File: src/rtl/core/mtpc_pkg.sv
`timescale 1ns / 1ps
`default_nettype none
// ----------------------------------------------------------------------------
// mtpc_pkg
// Shared codes, constants and pattern helpers for the memory test checker.
// ----------------------------------------------------------------------------
package mtpc_pkg;

    localparam logic [31:0] PAT_K   = 32'h16383245;
    localparam logic [31:0] ALL_ONE = 32'hFFFFFFFF;
    localparam logic [31:0] CHK_LO  = 32'h55555555;
    localparam logic [31:0] CHK_HI  = 32'hAAAAAAAA;
    localparam logic [31:0] LOW_16  = 32'h0000FFFF;

    // largest quotient of a 32-bit word by PAT_K
    localparam int DIV_MAX = 32'hFFFFFFFF / 32'h16383245;

    localparam int MODE_W = 5;
    localparam int PASS_W = 8;

    localparam logic [MODE_W-1:0] MODE_FIXED   = 5'd0;
    localparam logic [MODE_W-1:0] MODE_XOR     = 5'd1;
    localparam logic [MODE_W-1:0] MODE_SUB     = 5'd2;
    localparam logic [MODE_W-1:0] MODE_MUL     = 5'd3;
    localparam logic [MODE_W-1:0] MODE_DIV     = 5'd4;
    localparam logic [MODE_W-1:0] MODE_OR      = 5'd5;
    localparam logic [MODE_W-1:0] MODE_AND     = 5'd6;
    localparam logic [MODE_W-1:0] MODE_SEQINC  = 5'd7;
    localparam logic [MODE_W-1:0] MODE_SOLID   = 5'd8;
    localparam logic [MODE_W-1:0] MODE_CHECKER = 5'd9;
    localparam logic [MODE_W-1:0] MODE_BLOCK   = 5'd10;
    localparam logic [MODE_W-1:0] MODE_WALK    = 5'd11;
    localparam logic [MODE_W-1:0] MODE_SPREAD  = 5'd12;
    localparam logic [MODE_W-1:0] MODE_FLIP    = 5'd13;
    localparam logic [MODE_W-1:0] MODE_ADDR    = 5'd14;
    localparam logic [MODE_W-1:0] MODE_A5FULL  = 5'd15;
    localparam logic [MODE_W-1:0] MODE_A5LOW   = 5'd16;

    localparam logic [1:0] REG_TEST_MODE = 2'd0;
    localparam logic [1:0] REG_WALK_INV  = 2'd1;
    localparam logic [1:0] REG_WORD_CNT  = 2'd2;

    localparam logic CMD_WRITE = 1'b0;
    localparam logic CMD_CHECK = 1'b1;

    typedef struct packed {
        logic        mismatch;
        logic        pass_done;
        logic        test_done;
        logic        test_failed;
        logic [19:0] failing_word;
        logic [7:0]  pass_number;
    } mtpc_status_t;

    function automatic logic [31:0] bit_at(input logic [PASS_W-1:0] n);
        bit_at = (n < 8'd32) ? (32'd1 << n[4:0]) : 32'd0;
    endfunction

    function automatic logic [31:0] div_k(input logic [31:0] d);
        logic [31:0] q;
        q = 32'd0;
        for (int k = 1; k <= DIV_MAX; k++) begin
            if (64'(d) >= 64'(k) * 64'(PAT_K)) begin
                q = 32'(k);
            end
        end
        div_k = q;
    endfunction

    function automatic logic [PASS_W-1:0] last_pass(input logic [MODE_W-1:0] mode);
        case (mode)
            MODE_SOLID, MODE_CHECKER, MODE_WALK, MODE_SPREAD: last_pass = 8'd63;
            MODE_BLOCK, MODE_FLIP:                            last_pass = 8'd255;
            MODE_ADDR:                                        last_pass = 8'd15;
            default:                                          last_pass = 8'd0;
        endcase
    endfunction

endpackage
`default_nettype wire

File: src/rtl/core/memory_test_pattern_checker_unit.sv
`timescale 1ns / 1ps
`default_nettype none
// ----------------------------------------------------------------------------
// memory_test_pattern_checker_unit
// Memory self-test engine: write data generation and read checking per word.
// ----------------------------------------------------------------------------
// Channel  Dir  Word
// s_*      in   tuser: command; tdata: word_address, data_a, data_b
// m_*      out  tdata: write_a, write_b, mismatch, pass_done, test_done,
//               test_failed, failing_word, pass_number
// cfg_*    in   cfg_index: register, cfg_data: value
//
// One word per cycle unless the result stalls; the path from input to result is
// input register, pattern logic, result register. The divide test uses a bank of
// constant compares and the multiply test one 32x32 multiplier per data word.
// Reset clears all progress; configuration resets to mode 0, 1024 words.
// A stalled result holds; one more word may wait in the input register.
// A write to the test mode, walk inversion or word count register restarts the test.
// ----------------------------------------------------------------------------
module memory_test_pattern_checker_unit
    import mtpc_pkg::*;
#(
    parameter int MAX_WORDS = 1048576
)
(
    input  wire logic        clk,
    input  wire logic        rst_n,
    input  wire logic        s_tvalid,
    output logic             s_tready,
    input  wire logic [95:0] s_tdata,   // word_address, data_a, data_b
    input  wire logic        s_tuser,   // command
    output logic             m_tvalid,
    input  wire logic        m_tready,
    output logic      [95:0] m_tdata,   // write_a, write_b, mismatch, pass_done,
                                        // test_done, test_failed, failing_word,
                                        // pass_number
    input  wire logic        cfg_valid,
    output logic             cfg_ready,
    input  wire logic [1:0]  cfg_index,
    input  wire logic [31:0] cfg_data
);

    localparam int LIM   = (MAX_WORDS > 2097151) ? 2097151 : MAX_WORDS;
    localparam int IDX_W = $clog2(LIM);

    logic [MODE_W-1:0] test_mode_reg;
    logic              walk_inv_reg;
    logic [20:0]       word_cnt_reg;

    logic              in_valid_reg;
    logic              cmd_reg;
    logic [31:0]       addr_reg;
    logic [31:0]       da_reg;
    logic [31:0]       db_reg;

    logic [IDX_W-1:0]  wr_idx_reg;
    logic [IDX_W-1:0]  wr_idx_next;
    logic [IDX_W-1:0]  chk_idx_reg;
    logic [IDX_W-1:0]  chk_idx_next;
    logic [PASS_W-1:0] pass_reg;
    logic [PASS_W-1:0] pass_next;
    logic              failed_reg;
    logic              failed_next;
    logic              done_reg;
    logic              done_next;
    logic [IDX_W-1:0]  fail_idx_reg;
    logic [IDX_W-1:0]  fail_idx_next;

    logic              out_valid_reg;
    logic [95:0]       m_tdata_reg;
    logic [95:0]       m_tdata_next;

    logic              advance;
    logic              fire;
    logic              cfg_hit;
    logic [MODE_W-1:0] mode;
    logic [31:0]       cnt;
    logic [IDX_W-1:0]  last_idx;
    logic [IDX_W-1:0]  cur_idx;
    logic [31:0]       pat_a;
    logic [31:0]       pat_b;
    logic [31:0]       expect_a;
    logic [31:0]       wa;
    logic [31:0]       wb;
    mtpc_status_t      st;

    assign advance   = !out_valid_reg || m_tready;
    assign s_tready  = !in_valid_reg || advance;
    assign fire      = in_valid_reg && advance;
    assign m_tvalid  = out_valid_reg;
    assign m_tdata   = m_tdata_reg;
    assign cfg_ready = 1'b1;
    assign cfg_hit   = cfg_valid && (cfg_index == REG_TEST_MODE
                                  || cfg_index == REG_WALK_INV
                                  || cfg_index == REG_WORD_CNT);

    assign mode = (test_mode_reg > MODE_A5LOW) ? MODE_FIXED : test_mode_reg;

    always_comb
    begin
        if (word_cnt_reg == 21'd0)
            cnt = 32'd1;
        else if (32'(word_cnt_reg) > 32'(LIM))
            cnt = 32'(LIM);
        else
            cnt = 32'(word_cnt_reg);
    end

    assign last_idx = IDX_W'(cnt - 32'd1);
    assign cur_idx  = (cmd_reg == CMD_CHECK) ? chk_idx_reg : wr_idx_reg;

    mtpc_pattern #(
        .IDX_W(IDX_W)
    ) u_pattern (
        .mode         (mode),
        .walk_inverted(walk_inv_reg),
        .word_index   (cur_idx),
        .pass_index   (pass_reg),
        .word_address (addr_reg),
        .data_a       (da_reg),
        .data_b       (db_reg),
        .write_a      (pat_a),
        .write_b      (pat_b)
    );

    assign expect_a = (mode >= MODE_ADDR) ? pat_a : db_reg;

    always_comb
    begin
        wr_idx_next   = wr_idx_reg;
        chk_idx_next  = chk_idx_reg;
        pass_next     = pass_reg;
        failed_next   = failed_reg;
        done_next     = done_reg;
        fail_idx_next = fail_idx_reg;
        wa            = 32'd0;
        wb            = 32'd0;
        st.mismatch   = 1'b0;
        st.pass_done  = 1'b0;
        if (!done_reg)
        begin
            if (cmd_reg == CMD_WRITE)
            begin
                wa          = pat_a;
                wb          = pat_b;
                wr_idx_next = (wr_idx_reg == last_idx) ? '0 : wr_idx_reg + 1'b1;
            end
            else if (da_reg != expect_a)
            begin
                st.mismatch   = 1'b1;
                failed_next   = 1'b1;
                fail_idx_next = chk_idx_reg;
                done_next     = 1'b1;
            end
            else if (chk_idx_reg == last_idx)
            begin
                st.pass_done = 1'b1;
                chk_idx_next = '0;
                wr_idx_next  = '0;
                if (pass_reg == last_pass(mode))
                    done_next = 1'b1;
                else
                    pass_next = pass_reg + 8'd1;
            end
            else
            begin
                chk_idx_next = chk_idx_reg + 1'b1;
            end
        end
        st.test_done    = done_next;
        st.test_failed  = failed_next;
        st.failing_word = 20'(fail_idx_next);
        st.pass_number  = pass_next;
        m_tdata_next    = {st.pass_number, st.failing_word, st.test_failed,
                           st.test_done, st.pass_done, st.mismatch, wb, wa};
    end

    always_ff @(posedge clk or negedge rst_n)
    begin
        if (!rst_n)
        begin
            test_mode_reg <= MODE_FIXED;
            walk_inv_reg  <= 1'b0;
            word_cnt_reg  <= 21'd1024;
        end
        else if (cfg_valid)
        begin
            case (cfg_index)
                REG_TEST_MODE: test_mode_reg <= cfg_data[MODE_W-1:0];
                REG_WALK_INV:  walk_inv_reg  <= cfg_data[0];
                REG_WORD_CNT:  word_cnt_reg  <= cfg_data[20:0];
                default:       ;
            endcase
        end
    end

    always_ff @(posedge clk or negedge rst_n)
    begin
        if (!rst_n)
        begin
            wr_idx_reg   <= '0;
            chk_idx_reg  <= '0;
            pass_reg     <= '0;
            failed_reg   <= 1'b0;
            done_reg     <= 1'b0;
            fail_idx_reg <= '0;
        end
        else if (cfg_hit)
        begin
            wr_idx_reg   <= '0;
            chk_idx_reg  <= '0;
            pass_reg     <= '0;
            failed_reg   <= 1'b0;
            done_reg     <= 1'b0;
            fail_idx_reg <= '0;
        end
        else if (fire)
        begin
            wr_idx_reg   <= wr_idx_next;
            chk_idx_reg  <= chk_idx_next;
            pass_reg     <= pass_next;
            failed_reg   <= failed_next;
            done_reg     <= done_next;
            fail_idx_reg <= fail_idx_next;
        end
    end

    always_ff @(posedge clk or negedge rst_n)
    begin
        if (!rst_n)
        begin
            in_valid_reg  <= 1'b0;
            out_valid_reg <= 1'b0;
        end
        else
        begin
            if (s_tready)
                in_valid_reg <= s_tvalid;
            if (advance)
                out_valid_reg <= in_valid_reg;
        end
    end

    always_ff @(posedge clk)
    begin
        if (s_tvalid && s_tready)
        begin
            cmd_reg  <= s_tuser;
            addr_reg <= s_tdata[31:0];
            da_reg   <= s_tdata[63:32];
            db_reg   <= s_tdata[95:64];
        end
        if (fire)
            m_tdata_reg <= m_tdata_next;
    end

endmodule
`default_nettype wire

File: src/rtl/core/mtpc_pattern.sv
`timescale 1ns / 1ps
`default_nettype none
// ----------------------------------------------------------------------------
// mtpc_pattern
// Write data and address-test pattern for one word slot.
// ----------------------------------------------------------------------------
module mtpc_pattern
    import mtpc_pkg::*;
#(
    parameter int IDX_W = 20
)
(
    input  wire logic [MODE_W-1:0] mode,
    input  wire logic              walk_inverted,
    input  wire logic [IDX_W-1:0]  word_index,
    input  wire logic [PASS_W-1:0] pass_index,
    input  wire logic [31:0]       word_address,
    input  wire logic [31:0]       data_a,
    input  wire logic [31:0]       data_b,
    output logic      [31:0]       write_a,
    output logic      [31:0]       write_b
);

    logic              odd;
    logic [31:0]       q;
    logic [31:0]       fix;
    logic [31:0]       mul_a;
    logic [31:0]       mul_b;
    logic [PASS_W-1:0] j;

    assign j     = pass_index;
    assign odd   = word_index[0];
    assign mul_a = data_a * PAT_K;
    assign mul_b = data_b * PAT_K;

    always_comb
    begin
        q = 32'd0;
        case (mode)
            MODE_SEQINC:  fix = 32'(word_index) + PAT_K;
            MODE_SOLID:
            begin
                q   = j[0] ? 32'd0 : ALL_ONE;
                fix = odd ? ~q : q;
            end
            MODE_CHECKER:
            begin
                q   = j[0] ? CHK_HI : CHK_LO;
                fix = odd ? ~q : q;
            end
            MODE_BLOCK:   fix = 32'(j);
            MODE_WALK:
            begin
                q   = bit_at((j < 8'd32) ? j : 8'd63 - j);
                fix = walk_inverted ? ~q : q;
            end
            MODE_SPREAD:
            begin
                q   = (j < 8'd32) ? (bit_at(j) | bit_at(j + 8'd2))
                                  : (bit_at(8'd63 - j) | bit_at(8'd65 - j));
                fix = odd ? ~q : q;
            end
            default:
            begin
                q   = bit_at({3'd0, j[7:3]});
                q   = j[0] ? q : ~q;
                fix = odd ? ~q : q;
            end
        endcase
    end

    always_comb
    begin
        unique case (mode)
            MODE_FIXED:
            begin
                write_a = PAT_K;
                write_b = PAT_K;
            end
            MODE_XOR:
            begin
                write_a = data_a ^ PAT_K;
                write_b = data_b ^ PAT_K;
            end
            MODE_SUB:
            begin
                write_a = data_a - PAT_K;
                write_b = data_b - PAT_K;
            end
            MODE_MUL:
            begin
                write_a = mul_a;
                write_b = mul_b;
            end
            MODE_DIV:
            begin
                write_a = div_k(data_a);
                write_b = div_k(data_b);
            end
            MODE_OR:
            begin
                write_a = data_a | PAT_K;
                write_b = data_b | PAT_K;
            end
            MODE_AND:
            begin
                write_a = data_a & PAT_K;
                write_b = data_b & PAT_K;
            end
            MODE_ADDR:
            begin
                write_a = (j[0] ^ word_index[0]) ? ~word_address : word_address;
                write_b = 32'd0;
            end
            MODE_A5FULL:
            begin
                write_a = word_address[5] ? ALL_ONE : 32'd0;
                write_b = 32'd0;
            end
            MODE_A5LOW:
            begin
                write_a = word_address[5] ? LOW_16 : 32'd0;
                write_b = 32'd0;
            end
            default:
            begin
                write_a = fix;
                write_b = fix;
            end
        endcase
    end

endmodule
`default_nettype wire

File: config.mk
export PLATFORM = sky130hd
export DESIGN_NAME = memory_test_pattern_checker_unit
export DESIGN_NICKNAME = d
export VERILOG_FILES = /design/src/rtl/core/mtpc_pkg.sv /design/src/rtl/core/memory_test_pattern_checker_unit.sv /design/src/rtl/core/mtpc_pattern.sv
export SDC_FILE = /design/constraint.sdc
export NUM_CORES = 2
export LEC_CHECK = 0
export BUFFER_PORTS_ARGS = -buffer_cell sky130_fd_sc_hd__buf_4
export CORE_ASPECT_RATIO = 1.75
export CORE_MARGIN = 2
export CORE_UTILIZATION = 45
export CTS_BUF_LIST = sky130_fd_sc_hd__clkbuf_8
export CTS_CLUSTER_SIZE = 40
export DETAILED_ROUTE_END_ITERATION = 8
export GPL_TIMING_DRIVEN = 1
export SLEW_MARGIN = 30
export SYNTH_ARGS = -nofsm -noshare
export SYNTH_HDL_FRONTEND = slang
export SYNTH_SLANG_ARGS = --single-unit
export TNS_END_PERCENT = 20
File: constraint.sdc
create_clock -name clk -period 20.9 [get_ports clk]
set_input_delay 1.045 -clock clk [delete_from_list [all_inputs] [get_ports clk]]
set_output_delay 1.045 -clock clk [all_outputs]
set_load 0.03 [all_outputs]
---- Yosys cells after proc, flatten, opt, wreduce, memory -nomap -nowiden ----
Cells that the tools add are included.
word-level totals
  register bits ........................... 292
  input port bits ......................... 136
  output and inout port bits .............. 99
  word-level logic and storage cells ...... 223
operators by class
  add/sub/neg operators ................... 10
  $mul .................................... 2
  order comparisons ....................... 30
  eq/ne operators ......................... 26
  shift operators ......................... 6
  mux-type cells .......................... 92
  bitwise gates (word level) .............. 13
  reduce and logical (&&, ||, !) cells .... 25
operators with widths
  cell                                                    number
  2-to-1 mux 32 bit                                       17
  2-to-1 mux 20 bit                                       21
  >= comparator 32 bit (second input constant)            12
  one-hot mux 32 bit (10 select lines)                    1
  one-hot mux 32 bit (8 select lines)                     1
  NOT 32 bit                                              7
  >= comparator 32 x 31 -> 1 bit (second input constant)  6
  one-hot mux 32 bit (6 select lines)                     1
  << shifter 1 x 5 -> 32 bit (first input constant)       6
  2-to-1 mux 8 bit                                        12
  >= comparator 32 x 29 -> 1 bit (second input constant)  2
  >= comparator 32 x 30 -> 1 bit (second input constant)  2
  multiplier 32 x 29 -> 32 bit (second input constant)    2
  bitwise OR 32 bit                                       2
  subtractor 32 x 29 -> 32 bit (second input constant)    2
  adder 20 x 1 -> 20 bit (second input constant)          2
  == test 20 bit                                          2
  == test 5 x 4 -> 1 bit (second input constant)          8
  < comparator 8 x 6 -> 1 bit (second input constant)     5
  2-to-1 mux 4 bit                                        8
  inequality test 32 bit                                  1
  adder 20 x 29 -> 30 bit (second input constant)         1
  2-to-1 mux 3 bit                                        8
  NOT 12 bit                                              2
  other kinds (38)                                        73

---- Longest topological paths before layout ----
  depth after elaboration ................. 26
  mapped depth ............................ 33
  mapped depth without buffers ............ 29

---- By module ----
A second synthesis with hierarchy kept.
unflattened totals
  cell total of the unflattened synthesis .. 4,546
  area total of the unflattened synthesis .. 40,025.9 um^2
by module, submodules not included
  module                            instances  cells an instance  area an instance (um^2)  seq. area each (um^2)
  mtpc_pattern                      1          3,161              24,633.6                 0.0
  memory_test_pattern_checker_unit  1          1,385              15,392.3                 8,274.2

---- Worst setup path before layout ----
Ideal clock, no wire load.
  path kind ............................... reg2reg
  from .................................... reg da_reg[11]
  to ...................................... reg m_tdata_reg[69] (netlist: m_tdata[69]), data pin
  library setup time ...................... 260 ps
  arrival ................................. 7,928 ps
  required time ........................... 20,640 ps
  path slack .............................. 12,712 ps
  stages on the path, launching flop included .. 31
  buffers on the path ..................... 3
  clock period less this slack ............ 8,188 ps
  cells stage by stage .................... edfxtp_1 clkbuf_1 inv_1 ha_1 ha_1 inv_1 fa_1 fa_1 inv_1 fa_1 fa_1 fa_1 inv_1 fa_1 inv_1 ha_1 or2_2 o31ai_1 o31ai_1 a31o_2 o21ai_0 a31oi_1 nor3b_1 o31a_1 o311ai_0 a2111oi_4 nand3_2 and2_1 buf_6 buf_6 mux2_4
on the way
  cells in the longest elaborated chain, start to end .. 18
  elaborated cells between the ends (all ways) .. 30
  classes of those cells .................. add/sub: 1; mul: 1; order compare: 11; eq/ne: 1; mux: 16
ends and longest elaborated chain
  element                               line                                     source
  start, declared                       memory_test_pattern_checker_unit.sv:53   logic [31:0] da_reg;
  start signal, assigned                memory_test_pattern_checker_unit.sv:250  da_reg <= s_tdata[63:32];
  >= comparator 32 x 29 -> 1 bit        mtpc_pkg.sv:63                           if (64'(d) >= 64'(k) * 64'(PAT_K)) begin
  2-to-1 mux 1 bit                      mtpc_pkg.sv:63
  2-to-1 mux 2 bit (2 in series)        mtpc_pkg.sv:63
  2-to-1 mux 3 bit (4 in series)        mtpc_pkg.sv:63
  2-to-1 mux 4 bit (4 in series)        mtpc_pkg.sv:63
  one-hot mux 32 bit (10 select lines)  mtpc_pattern.sv:74                       unique case (mode)
  2-to-1 mux 32 bit                     memory_test_pattern_checker_unit.sv:126  assign expect_a = (mode >= MODE_ADDR) ? pat_a : db_reg;
  inequality test 32 bit *              memory_test_pattern_checker_unit.sv:148  else if (da_reg != expect_a)
  2-to-1 mux 20 bit *                   memory_test_pattern_checker_unit.sv:148
  2-to-1 mux 20 bit *                   memory_test_pattern_checker_unit.sv:142  if (cmd_reg == CMD_WRITE)
  2-to-1 mux 20 bit *                   memory_test_pattern_checker_unit.sv:140  if (!done_reg)
  net fail_idx_next[1]                  memory_test_pattern_checker_unit.sv:67   logic [IDX_W-1:0] fail_idx_next;
  end signal, assigned                  memory_test_pattern_checker_unit.sv:254  m_tdata_reg <= m_tdata_next;
  end, declared                         memory_test_pattern_checker_unit.sv:70   logic [95:0] m_tdata_reg;
The timed path passes the listed nets; every way through them passes the cells marked *.
A chain may end at the register's enable or synchronous reset.

---- Worst setup path in the final report ----
  from .................................... reg da_reg[5]
  to ...................................... reg chk_idx_reg[0]
on the way
  cells in the longest elaborated chain, start to end .. 17
  elaborated cells between the ends (all ways) .. 29
  classes of those cells .................. add/sub: 1; mul: 1; order compare: 11; eq/ne: 2; mux: 13; reduce/logical: 1
ends and longest elaborated chain
  element                                   line                                     source
  >= comparator 32 x 29 -> 1 bit            mtpc_pkg.sv:63
  2-to-1 mux 1 bit                          mtpc_pkg.sv:63
  2-to-1 mux 2 bit (2 in series)            mtpc_pkg.sv:63
  2-to-1 mux 3 bit (4 in series)            mtpc_pkg.sv:63
  2-to-1 mux 4 bit (4 in series)            mtpc_pkg.sv:63
  one-hot mux 32 bit (10 select lines)      mtpc_pattern.sv:74
  2-to-1 mux 32 bit                         memory_test_pattern_checker_unit.sv:126
  inequality test 32 bit *                  memory_test_pattern_checker_unit.sv:148
  inequality test 2 bit (no source line) *  --
  AND reduction 4 bit (no source line) *    --
  end signal, assigned                      memory_test_pattern_checker_unit.sv:220  chk_idx_reg <= chk_idx_next;
  end, declared                             memory_test_pattern_checker_unit.sv:58   logic [IDX_W-1:0] chk_idx_reg;
Every way passes the cells marked *; elsewhere a longest branch is shown, timed or not.

==> out/metrics.cfg <==
[power_and_ir_drop]
ir_drop_mv = 0.221
p_per_area_nw_per_um2 = 172
leakage_nw = 19.3

[cells_and_area]
syn_to_final_growth_pct = 11.5
final_cell_mix = inv_1 (525), ha_1 (508), buf_4 (363)
n_fill_cell = 8428
final_common_cell = inv_1
largest_reg_flops = 96
final_nets = 5558
drive_gt1_share_pct = 12.7

[setup_path]
cpPeakStageDelay_ns = 0.95
slowest_stage = nor3b_1
required_ns = 21.53
worstSetupEndpointType = flop
crit_fanout = 34
startpoint_type = flop
arrival_ns = 13.58
worstSetupPathType = reg2reg

[floorplanning]
start_util_pct = 45.4
io_pins = 235
die_h_um = 395
die_w_um = 228
die_area_sq_um = 90000
core-area_sq_um = 86800
rows = 143

[grt]
antenna_found_initial = 21
grt_max_degree = 72
grt_pass1_vias = 38000
track_usage_pct = 45.2
grt_overflow_total = 0
grt_pass1_wl_um = 282000

[synthesis]
syn_inst = 4518
yosysWarnings = 0
synth.avg_cell_area_sq_um = 8.71
synth_fp_nets = 5385
ys_seq_area_share_pct = 21.0
ys_types = 112
syn_area_sq_um = 39400
ys_ff_latch = 292
synthFlopType = edfxtp_1
async_flop_share_pct = 33.9
synth_edf_count = 193

[sta]
finalSetupViolCount = 0
slew_headroom_pct = 19.1
finalHoldViolCount = 0
rsz0062_at_grt = false
clock.fmax_ghz = 0.0772
slew_viol_final = 0
clock_skew_ns = 0.0662
layout_min_cycle_time_ns = 12.96
finalCritPeriodShare_pct = 62.0
finalSetupTns_ns = 0
setup_ws_ns = 7.94
tightest_slew_ns = 1.21

[drt]
drtAntennaViolNets = 0
wl_per_cell_um = 34.0
vias = 38000
drc = 0
detail_route.wirelength_um = 201000
drtIter0Drc = 3725
vias_per_cell = 6.43
dr.pass1.iters = 6

[clock_tree]
clk_path_buf_depth = 3
hold_buffers = 0
clk_pin_slew_worst_paths_ns = 0.07
post_cts_buffers = 0
cts_made_buffers = 48
clkLatencyLatePin_ns = 0.77
cts_htree_levels = 2
cts-resized-gates = 0
clockRootBuffer = clkbuf_8
cts_tree = built
clock-sinks = 292

[placed_design]
hpwl_um = 152000
routabilityCongestion = 1.08
port_buffers = 222
place_ws_ns = 9.02

[flow_run]
max-cap-violations = 0

[hold_path]
worst_hold_path_type = in2async

[status]
status = finished clean

-- cell families after synthesis --
family	synth area share, %
DFF	21.0
buffers and inverters	7.55
muxes	3.72
other	0.00953
adders and majority gates	27.5
and+or+nand+nor	15.4
AOI/OAI and AO/OA	17.8
xor gates and xnor gates	7.01
-- per-stage QoR --
stage          instance area (sq um)  instances  hold WS (ns)  power [mW]  util, %
3_5_place_dp                   42600       5794         0.489        6.58     49.1
5_1_grt                        43800       5892         0.266        8.09     50.5
3_3_place_gp                   42600       5792         0.471        6.57     49.0
2_1_floorplan                  39400       4518         0.449        4.52        -
4_1_cts                        43600       5883         0.236        7.21     50.3
6_report                       43900       5907         0.239        7.55     50.6
-- final timing paths --
path / start / to / slack, ns / depth (start not counted)
worst max-delay path: da_reg[5]$_DFFE_PP_ / chk_idx_reg[0]$_DFFE_PN0P_ / 7.94 / 27
worst min-delay path: rst_n / chk_idx_reg[16]$_DFFE_PN0P_ / 0.24 / 1
worst max register to register: da_reg[5]$_DFFE_PP_ / chk_idx_reg[0]$_DFFE_PN0P_ / 7.94 / 27
worst min register to register: in_valid_reg$_DFFE_PN0N_ / m_tvalid$_DFFE_PN0P_ / 0.50 / 1
max in group asynchronous: rst_n / word_cnt_reg[11]$_DFFE_PN0P_ / 19.58 / 2
min in group clk: s_tdata[40] / da_reg[8]$_DFFE_PP_ / 0.45 / 1
-- synth_stat cells (all sizes together), types with 50 or more instances --
cell / count / area [sq um]
dfrtp: 98 / 2450
buf: 69 / 353
edfxtp: 193 / 5800
nand2: 345 / 1290
or3: 50 / 313
mux2: 62 / 769
xnor2: 233 / 2080
inv: 516 / 1940
nand3: 121 / 611
a31oi: 55 / 344
ha: 508 / 6360
a21oi: 290 / 1460
nor3: 88 / 445
o21ai: 259 / 1320
clkbuf: 179 / 672
fa: 223 / 4460
mux2i: 69 / 694
nand2b: 60 / 383
xor2: 75 / 657
nor2: 272 / 1030
-- final cells by class --
cell class / count / area, sq um / share of cell area (%)
diodes: 17 / 42.5 / 0.0969
multi-input cells: 3459 / 28300 / 64.5
clock inverters: 39 / 343 / 0.781
inverters: 519 / 1950 / 4.44
well taps: 1160 / 1450 / 3.31
flip-flops and latches: 292 / 8270 / 18.9
clock buffers: 50 / 688 / 1.57
repair buffers: 371 / 2820 / 6.42
-- metal layers --
| metal | GRT usage (%) | share of wire (%) | up-vias |
|---|---|---|---|
| met2 | 71.2 | 46 | 2132 |
| met3 | 15.3 | 8.3 | 938 |
| met5 | 0.890 | 0.064 | - |
| li1 | - | - | 16300 |
| met1 | 45.1 | 33 | 18600 |
| met4 | 46.0 | 12 | 20 |
-- critical path, delay by kind of cell, from the launching register on --
| family | cells | cell delay [ns] |
|---|---|---|
| flops | 1 | 0.45 |
| xor+xnor | 1 | 0.60 |
| fa+ha+maj | 8 | 4.53 |
| compound gates | 6 | 2.84 |
| buf+inv | 5 | 0.87 |
| simple gates | 7 | 3.46 |
-- where the power goes --
part / internal [mW] / switching [mW]
Clock: 0.291 / 0.283
Combinational: 2.16 / 4.09
Sequential: 0.677 / 0.0507
No activity file was read; power rests on OpenSTA's default activity.
